File: src/hdl/scc_pkg.sv
// Package for the sensor frame CRC check and conversion core.
// Holds the CRC-8 constants and function, the scaling constants and the shared types.
// No dependencies.
`timescale 1ns / 1ps
`default_nettype none

package scc_pkg;

  // CRC-8, polynomial x^8 + x^5 + x^4 + 1, MSB first, no final XOR.
  localparam logic [7:0] CRC_POLY = 8'h31;
  localparam logic [7:0] CRC_INIT = 8'hFF;

  // Conversion: temp = floor(17500 * raw / 65535) - 4500, hum = floor(10000 * raw / 65535).
  localparam logic [14:0] TEMP_SCALE  = 15'd17500;
  localparam logic [13:0] HUM_SCALE   = 14'd10000;
  localparam logic [14:0] TEMP_OFFSET = 15'd4500;
  localparam logic [15:0] FULL_SCALE  = 16'hFFFF;

  // Position of the next byte inside the six-byte frame.
  typedef enum logic [2:0] {
    POS_T_HI  = 3'd0,
    POS_T_LO  = 3'd1,
    POS_T_CRC = 3'd2,
    POS_H_HI  = 3'd3,
    POS_H_LO  = 3'd4,
    POS_H_CRC = 3'd5
  } pos_t;

  // One received byte as held in the input register.
  typedef struct packed {
    logic [7:0] rx_byte;
    logic       frame_start;
  } in_item_t;

  // One completed frame, passed from the frame tracker to the converter.
  typedef struct packed {
    logic [15:0] temperature_raw;
    logic [15:0] humidity_raw;
    logic        temperature_crc_error;
    logic        humidity_crc_error;
  } frame_rec_t;

  // Feeds one byte into the CRC, one shift per bit.
  function automatic logic [7:0] crc8_feed(input logic [7:0] crc, input logic [7:0] b);
    logic [7:0] c;
    c = crc ^ b;
    for (int k = 0; k < 8; k++) begin
      if (c[7]) begin
        c = {c[6:0], 1'b0} ^ CRC_POLY;
      end else begin
        c = {c[6:0], 1'b0};
      end
    end
    return c;
  endfunction

endpackage

`default_nettype wire

File: src/hdl/scc_in_if.sv
// Byte input channel of the sensor frame core: valid/ready handshake plus payload.
// Depends on nothing.
`timescale 1ns / 1ps
`default_nettype none

interface scc_in_if;
  logic       valid;
  logic       ready;
  logic [7:0] rx_byte;
  logic       frame_start;

  modport source (output valid, output rx_byte, output frame_start, input ready);
  modport sink (input valid, input rx_byte, input frame_start, output ready);
endinterface

`default_nettype wire

File: src/hdl/scc_out_if.sv
// Result channel of the sensor frame core: valid/ready handshake plus converted values.
// Depends on nothing.
`timescale 1ns / 1ps
`default_nettype none

interface scc_out_if;
  logic               valid;
  logic               ready;
  logic signed [14:0] temperature_centi;
  logic        [13:0] humidity_centi;
  logic        [15:0] temperature_raw;
  logic        [15:0] humidity_raw;
  logic               temperature_crc_error;
  logic               humidity_crc_error;

  modport source (output valid, output temperature_centi, output humidity_centi,
                  output temperature_raw, output humidity_raw,
                  output temperature_crc_error, output humidity_crc_error, input ready);
  modport sink (input valid, input temperature_centi, input humidity_crc_error,
                input humidity_centi, input temperature_raw, input humidity_raw,
                input temperature_crc_error, output ready);
endinterface

`default_nettype wire

File: src/hdl/scc_frame.sv
// Frame tracker: byte position, running CRC and held words; emits one record per frame.
// Depends on scc_pkg.
`timescale 1ns / 1ps
`default_nettype none

module scc_frame (
  input  wire logic                clk,
  input  wire logic                rst_n,
  input  wire logic                item_valid,
  input  wire scc_pkg::in_item_t   item,
  output logic                     item_ready,
  output logic                     rec_valid,
  output scc_pkg::frame_rec_t      rec,
  input  wire logic                rec_ready
);
  import scc_pkg::*;

  pos_t        pos_r, pos_nxt, pos_cur;
  logic [7:0]  crc_r, crc_nxt;
  logic [7:0]  hi_r, hi_nxt;
  logic [15:0] t_word_r, t_word_nxt;
  logic [15:0] h_word_r, h_word_nxt;
  logic        t_bad_r, t_bad_nxt;
  logic        rec_v_r, rec_v_nxt;
  frame_rec_t  rec_r, rec_nxt;
  logic        fire;

  assign item_ready = !rec_v_r || rec_ready;
  assign fire       = item_valid && item_ready;
  assign rec_valid  = rec_v_r;
  assign rec        = rec_r;

  assign pos_cur = item.frame_start ? POS_T_HI : pos_r;

  always_comb begin
    pos_nxt    = pos_r;
    crc_nxt    = crc_r;
    hi_nxt     = hi_r;
    t_word_nxt = t_word_r;
    h_word_nxt = h_word_r;
    t_bad_nxt  = t_bad_r;
    rec_nxt    = rec_r;
    rec_v_nxt  = rec_v_r && !rec_ready;
    if (fire) begin
      rec_v_nxt = 1'b0;
      unique case (pos_cur)
        POS_T_LO: begin
          crc_nxt    = crc8_feed(crc_r, item.rx_byte);
          t_word_nxt = {hi_r, item.rx_byte};
          pos_nxt    = POS_T_CRC;
        end
        POS_T_CRC: begin
          t_bad_nxt = (item.rx_byte != crc_r);
          crc_nxt   = CRC_INIT;
          pos_nxt   = POS_H_HI;
        end
        POS_H_HI: begin
          crc_nxt = crc8_feed(CRC_INIT, item.rx_byte);
          hi_nxt  = item.rx_byte;
          pos_nxt = POS_H_LO;
        end
        POS_H_LO: begin
          crc_nxt    = crc8_feed(crc_r, item.rx_byte);
          h_word_nxt = {hi_r, item.rx_byte};
          pos_nxt    = POS_H_CRC;
        end
        POS_H_CRC: begin
          rec_nxt.temperature_raw       = t_word_r;
          rec_nxt.humidity_raw          = h_word_r;
          rec_nxt.temperature_crc_error = t_bad_r;
          rec_nxt.humidity_crc_error    = (item.rx_byte != crc_r);
          rec_v_nxt = 1'b1;
          crc_nxt   = CRC_INIT;
          pos_nxt   = POS_T_HI;
        end
        default: begin
          // First byte of a frame; unused position codes land here as well.
          crc_nxt = crc8_feed(CRC_INIT, item.rx_byte);
          hi_nxt  = item.rx_byte;
          pos_nxt = POS_T_LO;
        end
      endcase
    end
  end

  always_ff @(posedge clk) begin
    if (!rst_n) begin
      pos_r    <= POS_T_HI;
      crc_r    <= CRC_INIT;
      hi_r     <= '0;
      t_word_r <= '0;
      h_word_r <= '0;
      t_bad_r  <= 1'b0;
      rec_v_r  <= 1'b0;
    end else begin
      pos_r    <= pos_nxt;
      crc_r    <= crc_nxt;
      hi_r     <= hi_nxt;
      t_word_r <= t_word_nxt;
      h_word_r <= h_word_nxt;
      t_bad_r  <= t_bad_nxt;
      rec_v_r  <= rec_v_nxt;
    end
  end

  always_ff @(posedge clk) begin
    rec_r <= rec_nxt;
  end

endmodule

`default_nettype wire

File: src/hdl/scc_conv.sv
// Converter: scales the raw words (product stage) and divides by 65535 (result stage).
// Depends on scc_pkg and scc_out_if.
`timescale 1ns / 1ps
`default_nettype none

module scc_conv (
  input  wire logic                clk,
  input  wire logic                rst_n,
  input  wire logic                rec_valid,
  input  wire scc_pkg::frame_rec_t rec,
  output logic                     rec_ready,
  scc_out_if.source                out_ch
);
  import scc_pkg::*;

  // floor(x / 65535) for x below 2^31: x>>16 is low by at most one, and the
  // remainder against that estimate stays below twice the divisor.
  function automatic logic [14:0] div_full_scale(input logic [30:0] x);
    logic [14:0] q0;
    logic [16:0] rem;
    q0  = x[30:16];
    rem = {1'b0, x[15:0]} + {2'b00, q0};
    return (rem >= {1'b0, FULL_SCALE}) ? q0 + 15'd1 : q0;
  endfunction

  // Product stage.
  logic        p_v_r, p_v_nxt;
  logic [30:0] t_prod_r, t_prod_nxt;
  logic [29:0] h_prod_r, h_prod_nxt;
  frame_rec_t  p_rec_r, p_rec_nxt;
  logic        p_ready;

  // Result stage.
  logic               o_v_r, o_v_nxt;
  logic signed [14:0] o_temp_r, o_temp_nxt;
  logic        [13:0] o_hum_r, o_hum_nxt;
  frame_rec_t         o_rec_r, o_rec_nxt;
  logic               o_ready;
  logic        [14:0] t_quot, h_quot;

  assign o_ready   = !o_v_r || out_ch.ready;
  assign p_ready   = !p_v_r || o_ready;
  assign rec_ready = p_ready;

  assign t_quot = div_full_scale(t_prod_r);
  assign h_quot = div_full_scale({1'b0, h_prod_r});

  always_comb begin
    p_v_nxt    = p_ready ? rec_valid : p_v_r;
    t_prod_nxt = t_prod_r;
    h_prod_nxt = h_prod_r;
    p_rec_nxt  = p_rec_r;
    if (rec_valid && p_ready) begin
      t_prod_nxt = 31'(rec.temperature_raw) * 31'(TEMP_SCALE);
      h_prod_nxt = 30'(rec.humidity_raw) * 30'(HUM_SCALE);
      p_rec_nxt  = rec;
    end

    o_v_nxt    = o_ready ? p_v_r : o_v_r;
    o_temp_nxt = o_temp_r;
    o_hum_nxt  = o_hum_r;
    o_rec_nxt  = o_rec_r;
    if (p_v_r && o_ready) begin
      o_temp_nxt = signed'(t_quot - TEMP_OFFSET);
      o_hum_nxt  = h_quot[13:0];
      o_rec_nxt  = p_rec_r;
    end
  end

  always_ff @(posedge clk) begin
    if (!rst_n) begin
      p_v_r <= 1'b0;
      o_v_r <= 1'b0;
    end else begin
      p_v_r <= p_v_nxt;
      o_v_r <= o_v_nxt;
    end
  end

  always_ff @(posedge clk) begin
    t_prod_r <= t_prod_nxt;
    h_prod_r <= h_prod_nxt;
    p_rec_r  <= p_rec_nxt;
    o_temp_r <= o_temp_nxt;
    o_hum_r  <= o_hum_nxt;
    o_rec_r  <= o_rec_nxt;
  end

  assign out_ch.valid                 = o_v_r;
  assign out_ch.temperature_centi     = o_temp_r;
  assign out_ch.humidity_centi        = o_hum_r;
  assign out_ch.temperature_raw       = o_rec_r.temperature_raw;
  assign out_ch.humidity_raw          = o_rec_r.humidity_raw;
  assign out_ch.temperature_crc_error = o_rec_r.temperature_crc_error;
  assign out_ch.humidity_crc_error    = o_rec_r.humidity_crc_error;

endmodule

`default_nettype wire

File: src/hdl/sensor_frame_crc_convert_core.sv
// Top level of the sensor frame core; uses scc_pkg, both channel interfaces and the stages.
// Path: a frame's sixth byte goes through the input register, the frame record register and
// the product and result stages. Throughput: one byte transaction per cycle, one result per
// six bytes; the input stalls only once the input register holds a byte, the record, product
// and result stages all hold a frame and the output is not ready.
// Reset: synchronous, active-low rst_n clears all valid bits, the byte position,
// the running CRC (to 0xFF) and the held words and flag.
`timescale 1ns / 1ps
`default_nettype none

module sensor_frame_crc_convert_core (
  input  wire logic clk,
  input  wire logic rst_n,
  scc_in_if.sink    in_ch,
  scc_out_if.source out_ch
);
  import scc_pkg::*;

  // The input register holds one accepted byte transaction. It frees up
  // whenever the frame tracker takes its content, so back-to-back bytes pass.
  logic     in_v_r, in_v_nxt;
  in_item_t in_item_r, in_item_nxt;
  logic     frm_item_ready;
  logic     in_fire;

  // Completed frame record between the tracker and the converter.
  logic       rec_valid;
  logic       rec_ready;
  frame_rec_t rec;

  assign in_ch.ready = !in_v_r || frm_item_ready;
  assign in_fire     = in_ch.valid && in_ch.ready;

  always_comb begin
    in_v_nxt    = in_ch.ready ? in_ch.valid : in_v_r;
    in_item_nxt = in_item_r;
    if (in_fire) begin
      in_item_nxt.rx_byte     = in_ch.rx_byte;
      in_item_nxt.frame_start = in_ch.frame_start;
    end
  end

  always_ff @(posedge clk) begin
    if (!rst_n) begin
      in_v_r <= 1'b0;
    end else begin
      in_v_r <= in_v_nxt;
    end
  end

  always_ff @(posedge clk) begin
    in_item_r <= in_item_nxt;
  end

  // Tracks the position in the frame and checks each word's CRC. Only the
  // sixth byte produces a record; the other bytes just update state.
  scc_frame u_frame (
    .clk        (clk),
    .rst_n      (rst_n),
    .item_valid (in_v_r),
    .item       (in_item_r),
    .item_ready (frm_item_ready),
    .rec_valid  (rec_valid),
    .rec        (rec),
    .rec_ready  (rec_ready)
  );

  // Scales both words with a constant multiply, then divides by 65535 with a
  // shift and one correction step, and applies the temperature offset.
  scc_conv u_conv (
    .clk       (clk),
    .rst_n     (rst_n),
    .rec_valid (rec_valid),
    .rec       (rec),
    .rec_ready (rec_ready),
    .out_ch    (out_ch)
  );

  // A held input byte that is not taken by the tracker stays in place.
  a_in_hold: assert property (@(posedge clk) disable iff (!rst_n)
    in_v_r && !frm_item_ready |=> in_v_r && $stable(in_item_r))
    else $error("input register lost a byte while the frame tracker stalled");

  // Humidity never exceeds 100.00 percent.
  a_hum_range: assert property (@(posedge clk) disable iff (!rst_n)
    out_ch.valid |-> out_ch.humidity_centi <= 14'd10000)
    else $error("humidity result out of range");

  // Temperature stays within -45.00 .. 130.00 degrees.
  a_temp_range: assert property (@(posedge clk) disable iff (!rst_n)
    out_ch.valid |-> out_ch.temperature_centi >= -15'sd4500
                  && out_ch.temperature_centi <= 15'sd13000)
    else $error("temperature result out of range");

  // Full scale maps to the top of the range and nothing else does.
  a_temp_top: assert property (@(posedge clk) disable iff (!rst_n)
    out_ch.valid |-> ((out_ch.temperature_raw == 16'hFFFF)
                   == (out_ch.temperature_centi == 15'sd13000)))
    else $error("temperature division correction mismatch at full scale");

endmodule

`default_nettype wire
File: src/flat_wrapper.sv
// flat-port wrapper written by rule: the top's interface ports become plain ports
module sensor_frame_crc_convert_core_flat import scc_pkg::*;
  (clk, rst_n, in_ch_valid, in_ch_rx_byte, in_ch_frame_start, in_ch_ready, out_ch_valid, out_ch_temperature_centi, out_ch_humidity_centi, out_ch_temperature_raw, out_ch_humidity_raw, out_ch_temperature_crc_error, out_ch_humidity_crc_error, out_ch_ready);
  scc_in_if in_ch_i ();
  scc_out_if out_ch_i ();
  input  wire logic clk;
  input  wire logic rst_n;
  input wire logic [$bits(in_ch_i.valid)-1:0] in_ch_valid;
  input wire logic [$bits(in_ch_i.rx_byte)-1:0] in_ch_rx_byte;
  input wire logic [$bits(in_ch_i.frame_start)-1:0] in_ch_frame_start;
  output wire logic [$bits(in_ch_i.ready)-1:0] in_ch_ready;
  output wire logic [$bits(out_ch_i.valid)-1:0] out_ch_valid;
  output wire logic [$bits(out_ch_i.temperature_centi)-1:0] out_ch_temperature_centi;
  output wire logic [$bits(out_ch_i.humidity_centi)-1:0] out_ch_humidity_centi;
  output wire logic [$bits(out_ch_i.temperature_raw)-1:0] out_ch_temperature_raw;
  output wire logic [$bits(out_ch_i.humidity_raw)-1:0] out_ch_humidity_raw;
  output wire logic [$bits(out_ch_i.temperature_crc_error)-1:0] out_ch_temperature_crc_error;
  output wire logic [$bits(out_ch_i.humidity_crc_error)-1:0] out_ch_humidity_crc_error;
  input wire logic [$bits(out_ch_i.ready)-1:0] out_ch_ready;
  assign in_ch_i.valid = in_ch_valid;
  assign in_ch_i.rx_byte = in_ch_rx_byte;
  assign in_ch_i.frame_start = in_ch_frame_start;
  assign in_ch_ready = in_ch_i.ready;
  assign out_ch_valid = out_ch_i.valid;
  assign out_ch_temperature_centi = out_ch_i.temperature_centi;
  assign out_ch_humidity_centi = out_ch_i.humidity_centi;
  assign out_ch_temperature_raw = out_ch_i.temperature_raw;
  assign out_ch_humidity_raw = out_ch_i.humidity_raw;
  assign out_ch_temperature_crc_error = out_ch_i.temperature_crc_error;
  assign out_ch_humidity_crc_error = out_ch_i.humidity_crc_error;
  assign out_ch_i.ready = out_ch_ready;
  sensor_frame_crc_convert_core u_core (.clk(clk), .rst_n(rst_n), .in_ch(in_ch_i), .out_ch(out_ch_i));
endmodule
File: config.mk
export PLATFORM = sky130hd
export DESIGN_NAME = sensor_frame_crc_convert_core_flat
export DESIGN_NICKNAME = d
export VERILOG_FILES = /design/src/hdl/scc_pkg.sv /design/src/hdl/scc_in_if.sv /design/src/hdl/scc_out_if.sv /design/src/hdl/scc_frame.sv /design/src/hdl/scc_conv.sv /design/src/hdl/sensor_frame_crc_convert_core.sv /design/src/flat_wrapper.sv
export SDC_FILE = /design/constraint.sdc
export NUM_CORES = 1
export LEC_CHECK = 0
export ABC_AREA = 1
export BUFFER_PORTS_ARGS = -buffer_cell sky130_fd_sc_hd__buf_2
export CELL_PAD_IN_SITES_DETAIL_PLACEMENT = 0
export CELL_PAD_IN_SITES_GLOBAL_PLACEMENT = 2
export CORE_MARGIN = 2
export CORE_UTILIZATION = 40
export DETAILED_ROUTE_END_ITERATION = 16
export PLACE_DENSITY_LB_ADDON = 0.3
export SYNTH_ARGS = -nofsm -noshare
export SYNTH_HDL_FRONTEND = slang
export SYNTH_SLANG_ARGS = --single-unit
export TNS_END_PERCENT = 50
File: constraint.sdc
create_clock -name clk -period 5.6 [get_ports clk]
set_input_delay 0.28 -clock clk [delete_from_list [all_inputs] [get_ports clk]]
set_output_delay 0.28 -clock clk [all_outputs]
set_load 0.01 [all_outputs]
Yosys cells after proc, flatten, opt, wreduce, memory -nomap -nowiden:

Cells that the tools add are included.

* input port bits: 13
* output and inout bits: 65
* word-level logic and storage cells: 191
* bits in registers: 251

* $mul: 2
* bitwise logic cells: 33
* equality and inequality tests: 6
* add/sub/neg operators: 5
* reductions and logical operators: 22
* $lt $le $gt $ge: 2
* mux-type cells: 93

Operator list (count)
* $mux 8: 56
* $mux 6: 30
* $not 3->3: 30
* $ge 17x16->1 const B: 2
* $pmux 8 s4: 1
* $mul 16x13->29 const B: 1
* $mul 16x10->26 const B: 1
* $add 16x14->17: 1
* $add 16x15->17: 1
* $add 15x1->15 const B: 1
* $mux 15: 1
* $pmux 3 s5: 1
* $sub 15x13->15 const B: 1
* $add 14x1->14 const B: 1
* $mux 14: 1
* $reduce_and 2->1: 5
* $ne 8x8->1: 1
* $not 8->8: 1
* $xor 8x8->8: 1
* $eq 3x2->1 const B: 2
* $eq 3x3->1 const B: 2
* $logic_and 1x1->1: 5
* $logic_not 1->1: 5
* $reduce_or 5->1: 1
* other kinds (7): 11

Logic depth before layout (Yosys ltp):

Gate-level depths: netlist of run 1.

* depth after elaboration: 33
* depth in mapped cells: 26
* gate-level depth less buffers: 25

Modules after synthesis:

From an unflattened synthesis of run 1, not the netlist that was laid out.

* cells, all modules: 1756
* area, all modules: 16853.7 um2

By module, submodules not included
* scc_conv: area each 12822.3 um2, cells an instance 1334, times used 1, sequential area each 4454.3 um2
* scc_frame: area each 3709.8 um2, cells an instance 406, times used 1, sequential area each 2082.0 um2
* sensor_frame_crc_convert_core: area each 321.6 um2, cells an instance 16, times used 1, sequential area each 290.3 um2

Worst setup path after synthesis of run 1:

No wires, ideal clock.

* path kind: register to register
* start point: register u_core.u_frame.rec_r (netlist bit u_core.u_frame.rec[27])
* end point: register u_core.u_conv.t_prod_r[28], data pin
* arrival time: 4.341 ns
* cell stages (with the launch flop): 21
* buffers on the path: 0
* clock period less this slack: 4.610 ns
* library setup time: 0.269 ns
* required time: 5.331 ns
* path slack: 0.990 ns
* path through: edfxtp_1 > ha_1 > inv_1 > fa_1 > inv_1 > ha_1 > fa_1 > inv_1 > fa_1 > inv_1 > ha_1 > a21oi_1 > nor2_1 > a211oi_1 > o21ai_0 > a21oi_1 > inv_1 > a21oi_1 > o21a_1 > o21ai_0 > xor2_1

* longest elaborated chain between the ends: 1

Ends and longest elaborated chain
* start, declared: RTL line scc_frame.sv:25 `frame_rec_t rec_r, rec_nxt;`
* start signal, assigned: RTL line scc_frame.sv:107 `rec_r <= rec_nxt;`
* $mul 16x13->29: RTL line scc_conv.sv:54 `t_prod_nxt = 31'(rec.temperature_raw) * 31'(TEMP_SCALE);`
* end signal, assigned: RTL line scc_conv.sv:81 `t_prod_r <= t_prod_nxt;`
* end, declared: RTL line scc_conv.sv:28 `logic [30:0] t_prod_r, t_prod_nxt;`

No other way between the ends.
A chain may end at the register's enable or synchronous reset.

Worst setup path in the final report of run 1:

Same ends and word-level chain as after synthesis.

==> results of run 1 <==
-- power by group through the flow --
stage               registers [µW]  logic, µW  clock network [µW]
floorplan                     2020        216                   0
detailed placement            2030        264                   0
CTS                           1990        272                2030
global route                  1990        312                2100
global placement              2030        265                   0
finish                        1990        269                1970
-- routing by layer --
layer	part of all wire, %	routed length (µm)	global-route usage [%]	vias up
li1	-	-	-	5648
met1	51	17100	23.6	4976
met2	44	15000	26.8	120
met3	2.6	878	2.14	33
met4	2.0	663	3.57	0
met5	0	0	0	-
-- kinds of logic (layout without fill, tap and decap cells) --
kind of cell	count (synthesis)	in the layout	share of synthesized area (%)
AO/OA/AOI/OAI	185	185	6.48
adder cells (fa/ha/maj)	275	275	24.7
buffers and inverters	378	500	8.76
XOR/XNOR	111	111	5.92
AND/OR/NAND/NOR	483	483	12.5
flip-flops	246	246	41.6
-- cells in the mapped netlist (3+ instances only) --
cell type,number
o211ai_1,4
nand2_2,7
or2_2,4
nor2_1,114
a211oi_1,3
nor3_1,12
xnor2_1,46
inv_1,344
nand3b_1,7
o21a_1,4
edfxtp_1,190
o221ai_1,7
ha_1,193
a21oi_1,94
dfxtp_1,56
o21ai_2,5
xor2_1,65
nor2_2,3
nor4_1,3
nand4_1,9
clkbuf_1,18
nand2_1,243
o21bai_1,5
inv_2,10
o21ai_0,47
fa_1,82
nand3_1,73
nand2_4,3
-- worst max-delay path, stage by stage (launching register included) --
cell,delay (ps)
edfxtp_1,520
ha_1,330
inv_1,50
fa_1,490
inv_1,40
ha_1,300
fa_1,480
inv_1,60
fa_1,530
inv_1,40
ha_1,350
a21oi_1,160
nor2_1,50
a211oi_1,230
o21ai_0,120
a21oi_1,240
inv_1,70
a21oi_1,220
o21a_1,180
o21ai_0,130
xor2_1,170
-- area by class of cell --
class | count | area [µm²] | share of cell area, %
Clock buffer | 41 | 865 | 4.67
Clock inverter | 13 | 163 | 0.878
Inverter | 356 | 1340 | 7.22
Multi-Input combinational cell | 1054 | 8170 | 44.1
Sequential cell | 246 | 6830 | 36.8
Tap cell | 532 | 666 | 3.59
Timing Repair Buffer | 90 | 508 | 2.74
-- registers in the layout, indices dropped and copies added, names as in the netlist, 3 cells and up --
name                                    count
u_core.u_conv.p_rec_r                      34
u_core.u_frame.rec                         34
u_core.u_conv.t_prod_r                     28
u_core.u_conv.h_prod_r                     22
u_core.u_conv.out_ch.humidity_raw          16
u_core.u_conv.out_ch.temperature_raw       16
u_core.u_frame.h_word_r                    16
u_core.u_frame.t_word_r                    16
u_core.u_conv.out_ch.temperature_centi     15
u_core.u_conv.out_ch.humidity_centi        14
u_core.in_item_r                            9
u_core.u_frame.crc_r                        8
u_core.u_frame.hi_r                         8
u_core.u_frame.pos_r                        3
-- path summary, 6_finish.rpt --
| path | from | to | slack (ps) |
|---|---|---|---|
| setup / recovery | u_core.u_frame.rec[27]$_DFFE_PP_ | u_core.u_conv.t_prod_r[28]$_DFFE_PP_ | 580 |
| hold / removal | out_ch_ready | u_core.u_conv.out_ch.valid$_SDFFE_PN0P_ | 40 |
| setup reg to reg | u_core.u_frame.rec[27]$_DFFE_PP_ | u_core.u_conv.t_prod_r[28]$_DFFE_PP_ | 580 |
| hold reg to reg | u_core.u_conv.p_rec_r[10]$_DFFE_PP_ | u_core.u_conv.out_ch.humidity_raw[8]$_DFFE_PP_ | 410 |
-- cells in the final DEF, fill, tap and decap left out, drive strengths merged, types with 2 or more instances in the layout --
master / count
a211oi: 3
a21boi: 2
a21oi: 95
a31oi: 2
buf: 80
bufinv: 3
clkbuf: 41
clkinv: 11
dfxtp: 56
dlygate4sd3: 10
edfxtp: 190
fa: 82
ha: 193
inv: 355
nand2: 253
nand3: 75
nand3b: 7
nand4: 9
nor2: 118
nor3: 12
nor4: 3
o2111ai: 2
o211ai: 4
o21a: 4
o21ai: 54
o21bai: 6
o221ai: 7
or2: 4
xnor2: 46
xor2: 65
-- metrics by stage --
stage | total power (µW) | std cells | setup WS (ps) | instance area, µm²
4_1_cts | 4290 | 2332 | 561 | 18500
2_1_floorplan | 2240 | 1678 | 990 | 16400
6_report | 4240 | 2332 | 581 | 18500
3_5_place_dp | 2300 | 2268 | 580 | 17400
3_3_place_gp | 2300 | 2268 | 642 | 17400
5_1_grt | 4400 | 2332 | 271 | 18500
==> summary.txt, run 1 <==
Run status
  – Status: complete, no violations

Worst hold path
  – HP Class: in -> reg
  – Worst hold stages: 4

Die
  – Site Rows: 74
  – Initial Utilization: 40.4%
  – Die H: 207 µm
  – Die area: 42700 µm²
  – Die width: 207 µm
  – # IOs: 78
  – CORE AREA: 40600 µm²

Job
  – Max-Cap Viols: 0

Clock tree
  – Post_cts resized: 0
  – Post-CTS Setup Inserts: 0
  – H-tree Lvls: 1
  – Longest Clk Path Bufs: 3
  – Post-CTS Hold Buffers: 10
  – Num CTS Buffers: 29
  – Clock sinks: 246
  – CTS tree: done
  – Worst-Skew Late Latency: 570 ps
  – Root Driver: clkbuf_16
  – Worst-path clk slew: 60 ps

Route
  – Routed WL: 33600 µm
  – Vias: 10800
  – Antenna Nets Post-Route: 0
  – Post-route DRC: 0
  – DR pass1 iterations: 5
  – Via density: 4.62
  – Drt first-iter violations: 431
  – Wire per inst: 14.4 µm

GRT
  – First-pass GRT wire length: 56300 µm
  – GRT overflow: 0
  – Initial antenna violation count: 0
  – Largest net degree at the start of global routing: 64
  – Vias in the first global route: 10900
  – Gr usage total: 16.5%

Timing
  – Clock Skews: 11.1 ps
  – Final critical-path required period: 5020 ps
  – Final Hold Fails: 0
  – Final period util: 89.6%
  – Hold Slack: 41.2 ps
  – Max transition margin: 33.2%
  – Slew Limit Fails: 0
  – Setup TNS: 0 ps
  – Setup violations, final: 0
  – RSZ-0062 raised after global routing: no
  – Max Freq: 199 MHz
  – Worst slew pin tran: 1000 ps

Worst setup path
  – Arrival @ worst endpoint: 5320 ps
  – Critical Path RT: 5900 ps
  – Worst-path fanout max: 7
  – CP Capture Type: register
  – Reg2Reg Depth: 20
  – Critical path type: reg -> reg
  – Startpoint Class: register

Power and ir drop
  – Leak: 0.00866 µW
  – Pwr dens: 229 nW/µm²
  – Sequential power share: 47.1%
  – Int Power: 3300 µW
  – Psw: 933 µW
  – Combinational fraction of design power: 6.4%
  – Clock share of power: 46.6%
  – VDD IR-drop max: 0.319 mV
  – Sw frac: 22.0%

Place
  – Post-DP HPWL: 26100 µm
  – IO Port Bufs: 77
  – RD Place Congestion: 0.833

Synthesis
  – Synth Area per Inst: 9.78 µm²
  – Mapped Cells: 1678
  – Post-synth EDFFs: 190
  – Ys Warns: 0
  – Post-synthesis sequential area ratio: 41.6%
  – Synthesized area: 16400 µm²
  – Synth area leader: edfxtp_1
  – Post-synthesis async set-or-reset flop share: 0%
  – Synth top area cells: edfxtp_1 (35%), ha_1 (15%), fa_1 (10%)
  – Library cells used by synthesis: 48
  – Yosys top cell area share: 34.8%
  – Top FF cell, synth: edfxtp_1
  – Syn nets: 1966
  – #FFs+latches synth: 246

Finish
  – Number of diodes: 0
  – NumNets Final: 2065
  – Share of layout cells above drive strength 1: 9.22%
  – Fillers: 3936
  – Core Util, Final: 45.6%
  – Area added between synthesis and finish: 12.9%
(Power assumes the default switching activity.)
==> inputs of run 2 (changes only) <==
Settings changed: CORE_ASPECT_RATIO set to 2.
==> run 2 against run 1 <==
Net effect: sequential share of layout area increased by 0.35 points; clock power is 11% lower; setup slack got worse by 13 ps; cell count decreased by 0.30%; sequential power barely moved; register-to-register slack about the same.
==> summary.txt, run 2 (synthesis gave the netlist of run 1 again) <==
Route
  – Routed WL: 34500 µm (was 33600 µm)
  – Wire per inst: 14.9 µm (was 14.4 µm)
  – Vias: 11100 (was 10800)
  – Post-route DRC: 0 (unchanged)
  – Antenna Nets Post-Route: 0 (unchanged)
  – DR pass1 iterations: 5 (unchanged)
  – Drt first-iter violations: 449 (was 431)
  – Via density: 4.77 (was 4.62)

Power and ir drop
  – Leak: 0.00856 µW (was 0.00866 µW)
  – VDD IR-drop max: 0.194 mV (was 0.319 mV)
  – Design Power: 4020 µW (was 4240 µW)
  – Pwr dens: 219 nW/µm² (was 229 nW/µm²)

Clock tree
  – Longest Clk Path Bufs: 3 (unchanged)
  – Worst-path clk slew: 70 ps (was 60 ps)
  – Clock sinks: 246 (unchanged)
  – Root Driver: clkbuf_16 (unchanged)
  – Num CTS Buffers: 24 (was 29)
  – H-tree Lvls: 1 (unchanged)
  – Post_cts resized: 0 (unchanged)
  – Worst-Skew Late Latency: 550 ps (was 570 ps)
  – CTS tree: done (unchanged)

GRT
  – Largest net degree at the start of global routing: 64 (unchanged)
  – First-pass GRT wire length: 58300 µm (was 56300 µm)
  – Gr usage total: 16.6% (was 16.5%)
  – Vias in the first global route: 11700 (was 10900)
  – Initial antenna violation count: 0 (unchanged)
  – GRT overflow: 0 (unchanged)

Die
  – Die area: 42800 µm² (was 42700 µm²)
  – Site Rows: 105 (was 74)
  – Die H: 291 µm (was 207 µm)
  – Die width: 147 µm (was 207 µm)
  – CORE AREA: 40700 µm² (was 40600 µm²)
  – Initial Utilization: 40.3% (was 40.4%)
  – # IOs: 78 (unchanged)

Timing
  – Final critical-path required period: 5030 ps (was 5020 ps)
  – Max transition margin: 29.2% (was 33.2%)
  – Setup violations, final: 0 (unchanged)
  – Final period util: 89.9% (was 89.6%)
  – Clock Skews: 11.4 ps (was 11.1 ps)
  – Slew Limit Fails: 0 (unchanged)
  – Setup TNS: 0 ps (unchanged)
  – Worst slew pin tran: 1060 ps (was 1000 ps)
  – RSZ-0062 raised after global routing: no (unchanged)
  – Max Freq: 199 MHz (about the same)
  – Final Hold Fails: 0 (unchanged)

Worst setup path
  – Worst-path fanout max: 7 (unchanged)
  – Crit path max-delay family: adder cells (unchanged)
  – Reg2Reg Depth: 20 (unchanged)
  – Arrival @ worst endpoint: 5320 ps (about the same)
  – CP Cell Sequence: ha_1 -> inv_1 -> fa_1 -> inv_1 -> ha_1 -> fa_1 -> inv_1 -> fa_1 -> inv_1 -> ha_1 -> a21oi_1 -> nor2_1 -> a211oi_1 -> o21ai_0 -> a21oi_1 -> inv_1 -> a21oi_1 -> o21a_1 -> o21ai_0 -> xor2_1 (unchanged)
  – Reg-to-reg slack, setup: 570 ps (was 580 ps)
  – Crit path from: u_core.u_frame.rec[27]$_DFFE_PP_ (unchanged)
  – CP Capture Type: register (unchanged)
  – Startpoint Class: register (unchanged)
  – CP peak stage delay: 530 ps (about the same)
  – Reg-to-Reg End: u_core.u_conv.t_prod_r[28]$_DFFE_PP_ (unchanged)
  – Critical path type: reg -> reg (unchanged)
  – Worst path bufs/invs: 5 (unchanged)
  – Critical Path RT: 5890 ps (was 5900 ps)
  – Slowest stage cell, crit path: edfxtp_1 (was fa_1)
  – Reg-to-reg startpoint: u_core.u_frame.rec[27]$_DFFE_PP_ (unchanged)
  – Cell mode on critical path: inv_1 (unchanged)

Job
  – Max-Cap Viols: 0 (unchanged)

Finish
  – Share of layout cells above drive strength 1: 8.94% (was 9.22%)
  – Area added between synthesis and finish: 11.8% (was 12.9%)
  – Most frequent cells in the layout: inv_1 (343), nand2_1 (243), ha_1 (193), edfxtp_1 (190), nor2_1 (112) (unchanged)
  – Most common cell after layout, fill and taps aside: inv_1 (unchanged)
  – Layout Cells excl Fill: 2325 (was 2332)
  – Fillers: 3958 (was 3936)
  – NumNets Final: 2061 (was 2065)
  – Number of diodes: 0 (unchanged)

Worst hold path
  – Hold_sp: out_ch_ready (unchanged)
  – HP Class: in -> reg (unchanged)
  – Worst hold stages: 4 (unchanged)
  – Hold worst-path end: u_core.u_conv.out_ch.valid$_SDFFE_PN0P_ (unchanged)

Place
  – Post-DP HPWL: 26900 µm (was 26100 µm)
  – Post-Place Cells: 2272 (was 2268)
  – IO Port Bufs: 77 (unchanged)
  – RD Place Congestion: 0.846 (was 0.833)

Run status
  – Status: complete, no violations (unchanged)
run 2: cell count changes in the layout (fill, tap and decap cells not counted):
cell        before  now
clkbuf_8         3    1
clkinv_4         2    1
clkbuf_16       32   24
clkinvlp_2       0    1
inv_16           1    0
buf_4            3    4
bufinv_16        3    5
clkinvlp_4       0    2
clkinv_1         5    4
clkinv_8         0    1
clkbuf_1         6    3
inv_6            1    0
run 2: timing repair:
action	in CTS	in global routing
hold buffers	10	0
setup buffers	0	0
hold endpoints to repair	10	0
run 2: metal layers:
| layer | track usage, % | share of wire [%] |
|---|---|---|
| met5 | 0 | 0 |
| met4 | 4.74 | 2.6 |
| met3 | 1.76 | 3.2 |
| met2 | 28.9 | 49 |
| met1 | 21.9 | 45 |
run 2: worst reg2reg max path, delay by kind of cell, from the launching register on:
family	cells	cell delay [ps]
AO/OA/AOI/OAI	7	1260
XOR/XNOR	1	170
adder cells (fa/ha/maj)	6	2500
buffers and inverters	5	260
flip-flops	1	530
AND/OR/NAND/NOR	1	60
run 2: where the power goes:
group          total (µW)  internal (µW)  switching, µW
Combinational         276            113            162
Sequential           1990           1970           23.1
Clock                1750           1030            714
run 2: layout make-up:
type | count | area, µm² | area share [%]
clock inverters | 15 | 218 | 1.19
clock buffers | 28 | 626 | 3.41
multi-input cells | 1054 | 8170 | 44.5
repair buffers | 91 | 515 | 2.81
well taps | 535 | 669 | 3.65
inverters | 356 | 1340 | 7.29
flip-flops and latches | 246 | 6830 | 37.2
run 2: metrics by stage:
step / hold WS [ps] / cell area [µm²] / worst slack, ps / util (%)
after global placement: 404 / 17400 / 615 / 42.8
final: 54.9 / 18400 / 568 / 45.1
after floorplan: 379 / 16400 / 990 / -
after CTS: 35.6 / 18400 / 542 / 45.1
after global routing: 91.6 / 18400 / 151 / 45.1
after detailed placement: 405 / 17400 / 544 / 42.8
run 2: worst max-delay path by stage:
stage                                                end  slack [ps]  cells after the start
detailed placement  u_core.u_conv.t_prod_r[28]$_DFFE_PP_         540                     20
floorplan           u_core.u_conv.t_prod_r[28]$_DFFE_PP_         990                     20
CTS                 u_core.u_conv.t_prod_r[28]$_DFFE_PP_         540                     20
global placement    u_core.u_conv.t_prod_r[28]$_DFFE_PP_         620                     20
global route        u_core.u_conv.t_prod_r[28]$_DFFE_PP_         150                     20
finish              u_core.u_conv.t_prod_r[28]$_DFFE_PP_         570                     20
